### src/hdl/men_pkg.sv
// Shared constants and types of the mesh edge numbering block.
package men_pkg;

  localparam int VERTEX_BITS_DEF = 24;
  localparam int MAX_EDGES_DEF   = 4096;
  localparam int TABLE_SLOTS_DEF = 8192;

  localparam int EDGE_W   = 12;
  localparam int DIM_W    = 2;
  localparam int STATUS_W = 2;

  localparam logic [DIM_W-1:0] DIM_TRI   = 2'd2;
  localparam logic [DIM_W-1:0] DIM_RESET = 2'd3;

  localparam logic [STATUS_W-1:0] ST_OK   = 2'd0;
  localparam logic [STATUS_W-1:0] ST_DUP  = 2'd1;
  localparam logic [STATUS_W-1:0] ST_FULL = 2'd2;

  localparam int EDGES_TRI = 3;
  localparam int EDGES_TET = 6;
  localparam int EDGE_IDX_W = 3;

  // local edge table: start corner and end corner of each local edge
  localparam logic [1:0] EDGE_END_A [EDGES_TET] = '{2'd0, 2'd1, 2'd2, 2'd0, 2'd1, 2'd2};
  localparam logic [1:0] EDGE_END_B [EDGES_TET] = '{2'd1, 2'd2, 2'd0, 2'd3, 2'd3, 2'd3};

  localparam logic [63:0] HASH_LO_MULT = 64'h9E37_79B9_7F4A_7C15;
  localparam logic [63:0] HASH_HI_MULT = 64'hC2B2_AE3D_27D4_EB4F;
  localparam int          HASH_SHIFT   = 29;

  typedef struct packed {
    logic                done;
    logic                fresh;
    logic [STATUS_W-1:0] status;
    logic [EDGE_W-1:0]   edge_number;
  } probe_rsp_t;

endpackage

### src/hdl/men_hash.sv
// Two-stage hash of an edge key (low, high vertex) to its home slot.
module men_hash #(
  parameter int VERTEX_BITS = men_pkg::VERTEX_BITS_DEF,
  parameter int TABLE_SLOTS = men_pkg::TABLE_SLOTS_DEF
) (
  input  logic                           clk_i,
  input  logic                           rst_ni,
  input  logic                           start_i,
  input  logic [VERTEX_BITS-1:0]         lo_i,
  input  logic [VERTEX_BITS-1:0]         hi_i,
  output logic                           done_o,
  output logic [$clog2(TABLE_SLOTS)-1:0] slot_o
);
  localparam int ADDR_W = $clog2(TABLE_SLOTS);

  logic [31:0] lo32, hi32;
  logic [63:0] p0_d, p2_d;
  logic [31:0] p1_d, p3_d;
  logic [63:0] p0_q, p2_q;
  logic [31:0] p1_q, p3_q;
  logic        s1_q, done_q;
  logic [63:0] m1, m2, h, g;
  logic [ADDR_W-1:0] slot_d, slot_q;

  assign lo32 = 32'(lo_i);
  assign hi32 = 32'(hi_i);
  assign p0_d = lo32 * men_pkg::HASH_LO_MULT[31:0];
  assign p1_d = lo32 * men_pkg::HASH_LO_MULT[63:32];
  assign p2_d = hi32 * men_pkg::HASH_HI_MULT[31:0];
  assign p3_d = hi32 * men_pkg::HASH_HI_MULT[63:32];

  // products mod 2^64, then fold high bits down
  assign m1     = p0_q + {p1_q, 32'h0};
  assign m2     = p2_q + {p3_q, 32'h0};
  assign h      = m1 ^ m2;
  assign g      = h ^ (h >> men_pkg::HASH_SHIFT);
  assign slot_d = g[ADDR_W-1:0];

  always_ff @(posedge clk_i or negedge rst_ni) begin
    if (!rst_ni) begin
      s1_q   <= 1'b0;
      done_q <= 1'b0;
    end else begin
      s1_q   <= start_i;
      done_q <= s1_q;
    end
  end

  always_ff @(posedge clk_i) begin
    if (start_i) begin
      p0_q <= p0_d;
      p1_q <= p1_d;
      p2_q <= p2_d;
      p3_q <= p3_d;
    end
    if (s1_q) begin
      slot_q <= slot_d;
    end
  end

  assign done_o = done_q;
  assign slot_o = slot_q;
endmodule

### config.mk
export PLATFORM = sky130hd
export DESIGN_NAME = men_hash
export DESIGN_NICKNAME = d
export VERILOG_FILES = /design/src/hdl/men_pkg.sv /design/src/hdl/men_hash.sv
export SDC_FILE = /design/constraint.sdc
export NUM_CORES = 2
export LEC_CHECK = 0
export ABC_AREA = 1
export CORE_MARGIN = 3
export CORE_UTILIZATION = 61
export CTS_CLUSTER_SIZE = 12
export DETAILED_ROUTE_END_ITERATION = 6
export DONT_BUFFER_PORTS = 1
export MAX_ROUTING_LAYER = met4
export PLACE_DENSITY = 0.88
export SYNTH_ARGS = -nofsm -noshare
export SYNTH_HDL_FRONTEND = slang
export SYNTH_SLANG_ARGS = --single-unit
export TNS_END_PERCENT = 5
### constraint.sdc
create_clock -name clk_i -period 1.7 [get_ports clk_i]
set_input_delay 0.34 -clock clk_i [delete_from_list [all_inputs] [get_ports clk_i]]
set_output_delay 0.34 -clock clk_i [all_outputs]
set_load 0.02 [all_outputs]
# Yosys cells after proc, flatten, opt, wreduce, memory -nomap -nowiden
# Index checks and enable logic that the tools add are counted.
# word_totals
elab_cells	15
ff_bits	119
inputBits	51
# classes
bitwise	2
multipliers	4
addsub	2
# op_table
operator	count
$add 42x42->42	2
$mul 24x32->10 const B	2
$mul 24x30->42 const B	1
$mul 24x31->42 const B	1
$xor 42x42->42	1
$xor 13x13->13	1

# Longest topological paths before layout
# depth
word_depth	3
depth_mapped	27

# Least setup slack after synthesis
# Ideal clock, no wire load.
# synth_path
path_kind	input port to flip-flop
startpoint	input lo_i[3]
endpoint	register p0_q[41] (data pin)
arrival_ps	5359
setup_time_ps	252
n_path_buf	0
cell_stages	21
path_slack_ps	-3911
t_required_ps	1448
path_cell_list	fa_1 > fa_1 > fa_1 > inv_1 > fa_1 > inv_1 > fa_1 > inv_1 > fa_1 > fa_1 > inv_1 > ha_1 > nand2_1 > nor2_1 > nand2_1 > nor2_1 > nand3_1 > nand3_1 > inv_1 > nand2_1 > nand2_1
# synth_via
elab_chain_cells	1
# synth_rtl
item	line	rtl
start, declared	men_hash.sv:9	input logic [VERTEX_BITS-1:0] lo_i,
$mul 24x31->42	men_hash.sv:27	assign p0_d = lo32 * men_pkg::HASH_LO_MULT[31:0];
via p0_d[41]	men_hash.sv:17	logic [63:0] p0_d, p2_d;
end signal, assigned	men_hash.sv:51	p0_q <= p0_d;
end, declared	men_hash.sv:19	logic [63:0] p0_q, p2_q;
# The timed path passes the listed nets, and every way through them passes these cells.
# A chain may end at the register's enable or synchronous reset.

# Final worst setup path
# layout_path
startpoint	input lo_i[13]
endpoint	register p0_q[37] (data pin)
# Same word-level chain as after synthesis.

==> results.toml <==
[route]
detail-route-antenna-nets = 0
drc = 0
routed_via_density = 5.568
drtIter0Drc = 1863
routedWlPerCell_um = 21.46
drt-pass1-iter-count = 6
num_vias = 22844
drt-total-wl_mm = 88.03

[layout]
multiInputGateArea_sq_um = 22730
drive_above_1_share = 0.1934
final_cells = 4103
layout.area.seq_sq_um = 2512
syn2layout_area_growth_pct = 20.04
nets = 4539
final_cell_area_sq_um = 32940
nFillCells = 2934

[synthesis]
syn_area_sq_um = 27440
yosysSeqAreaShare = 0.09156
ys_ff_latch = 84
ys_types = 33
yosysWarnings = 0
syn_inst = 3112
syn_nets = 4146
syn_area_per_cell_sq_um = 8.818

[sta]
final.setup.tns_ps = -136820
setup_ws_ps = -3684
setup_viol = 64
rsz0062_at_grt = "yes"
hold_viol = 0
maxSlewHeadroom = 0.6396
maxSlewViolCount = 0
skew_ps = 11.50
period_needed_ps = 5384
fmax_mhz = 185.7
final.period_utilization = 3.167
tightest_slew_ps = 540.6

[grt]
grt_pass1_vias = 25032
grt_max_degree = 71
grt_pass1_wl_mm = 135.6
antenna_found_initial = 1
grt_overflow = 0
grtUsageTotal = 0.3874

[status]
violations = "negative setup slack"
status = "complete, but fails checks"

[worst_setup_path]
cp.arrival_ps = 5500
cpLargestDelayFamily = "adder cells"
crit_top_cell = "inv_1"
cpPeakStageDelay_ps = 540
crit_chain = "inv_1, fa_2, fa_1, inv_1, ha_1, inv_1, fa_1, fa_1, inv_1, fa_1, inv_1, fa_1, inv_1, ha_1, nand2_1, inv_1, nand2_1, nand3_1, a21oi_1, nor2_1, nor2_1, nand2_1, nand2_1, nand2_1"
slowest_stage = "fa_1"
cp.buffers_inverters = 7
cp_data_required_time_ps = 1810
crit_type = "in2reg"
cp-start-kind = "input port"
crit_fanout = 9
endpoint_kind = "flip-flop"

[job]
cap_violations = 0

[clock_tree]
cts_buffer_depth = 2
clock_latency_ps = 360
clock_sinks = 84
cts_tree = "built"
htree_levels = 3
clockRootBuffer = "clkbuf_16"
cts_buffers = 9
clk_pin_slew_ps = 70

[placement]
placed_cells = 4077
place_congestion = 0.9969
hpwl_mm = 72.99
io_buffers = 0
dp_slack_ps = -4066
place_area_sq_um = 31280

[die]
fp-row-count = 77
die_area_sq_um = 47570
io_pins = 65
die_w_um = 218.1
start_util = 0.6192
fp.dieH_um = 218.1
core_area_sq_um = 44320

[hold_path]
hold_path_class = "in2reg"
-- through the flow --
step | hold WS [ps] | utilization
after global placement | 44.45 | 0.7057
after CTS | 49.53 | 0.7336
after detailed placement | 44.45 | 0.7057
after floorplan | 44.41 | -
final | 44.09 | 0.7433
after global routing | 22.46 | 0.7433
-- state kept, by name (all words and copies together) (netlist names) --
signal and cells:
p2_q 25, p0_q 24, slot_o 13, p1_q 10, p3_q 10, done_o 1
s1_q 1
-- worst paths after layout --
kind | start | to | slack, ps | cells past startpoint
setup / recovery | lo_i[13] | p0_q[37] | -3680 | 24
min in group asynchronous | rst_ni | s1_q | 230 | 1
hold / removal | start_i | s1_q | 40 | 0
setup reg to reg | p0_q[32] | slot_o[11] | -570 | 12
hold reg to reg | p0_q[9] | slot_o[9] | 700 | 4
max in group asynchronous | rst_ni | done_o | 1340 | 1
-- synth_stat cells (all sizes together) --
cell type    n  area, sq um
a31oi        6        37.54
nand3b      12        90.09
xor2        53        464.2
and2         4        25.02
a21oi       86        437.9
fa         508        10170
nor2       150        583.1
o21bai      23        172.7
o21ai       31        158.9
o21a         2        15.01
a21boi       2        15.01
inv        995         3735
a21o         7        52.55
and3         1        6.260
nor4         5        31.28
or2          6        37.54
nand4       21        131.4
nor3        19        100.1
dfrtp        2        50.05
ha         475         5943
xnor2       49        429.2
edfxtp      82         2462
nand3       91        470.5
nand2      482         1822
-- final cells by class --
cell class	count	area share
Antenna cell	1	0.00007597
Clock buffer	10	0.006951
Clock inverter	6	0.002165
Inverter	995	0.1135
Multi-Input combinational cell	2033	0.6900
Sequential cell	84	0.07627
Tap cell	592	0.02249
Timing Repair Buffer	382	0.08858
-- worst register-to-register path: stages, from the launching register on --
cell      delay, ps
edfxtp_1        370
ha_2            210
inv_1            60
fa_1            420
inv_2           120
nand3_1         150
nand2_2         150
nand4_1         110
nand2_1         120
xor2_2          170
nand2_1          60
inv_1            50
nor2_1           40
-- layer usage --
metal / vias to the layer above / GRT usage / share of wire
met4: 0 / 0.2372 / 0.083
met3: 471 / 0.05937 / 0.077
met1: 11104 / 0.4391 / 0.36
met5: - / - / 0
met2: 1206 / 0.6493 / 0.48
li1: 10063 / - / -
-- timing repair --
item,CTS,global route
buffers inserted,6,2
endpoints found under the hold margin,2,0
resized for setup,151,94
pin swaps,51,30
endpoints found under the setup margin,64,64
hold buffers,1,0
gates cloned,0,0
-- layout by cell type (no fill, tap or decap), types with 3 or more instances in the layout --
| cell | count |
|---|---|
| ha_4 | 64 |
| edfxtp_1 | 82 |
| fa_1 | 481 |
| xor2_1 | 42 |
| nor2_4 | 10 |
| o21ai_0 | 10 |
| nor4_1 | 3 |
| buf_4 | 373 |
| nand3_2 | 8 |
| inv_1 | 974 |
| xor2_2 | 11 |
| a21o_1 | 7 |
| xnor2_1 | 46 |
| nand2_2 | 33 |
| a31oi_1 | 6 |
| fa_2 | 27 |
| buf_6 | 6 |
| a21oi_1 | 53 |
| o21bai_1 | 19 |
| nand4_1 | 21 |
| o21ai_2 | 4 |
| nand2_4 | 10 |
| clkbuf_16 | 9 |
| ha_1 | 407 |
| or2_2 | 5 |
| nor3_1 | 11 |
| nand2_1 | 439 |
| xnor2_2 | 3 |
| nor2_2 | 33 |
| nor3_2 | 7 |
| nand3b_1 | 12 |
| ha_2 | 4 |
| and2_1 | 3 |
| inv_2 | 20 |
| nand3_1 | 82 |
| nor2_1 | 107 |
| o21ai_1 | 17 |
| a21oi_2 | 31 |
-- cells by family (layout without fill, tap and decap cells) --
logic type	Yosys count	in the layout	share of synthesized area
buf+inv	995	1393	0.1361
fa+ha+maj	983	983	0.5872
other cells	0	1	0
simple gates	791	791	0.1202
flops	84	84	0.09156
xor+xnor	102	102	0.03256
compound gates	157	157	0.03242
Power is not shown: default switching activity piles up to over one toggle a cycle in this logic, so the estimate is an artifact.
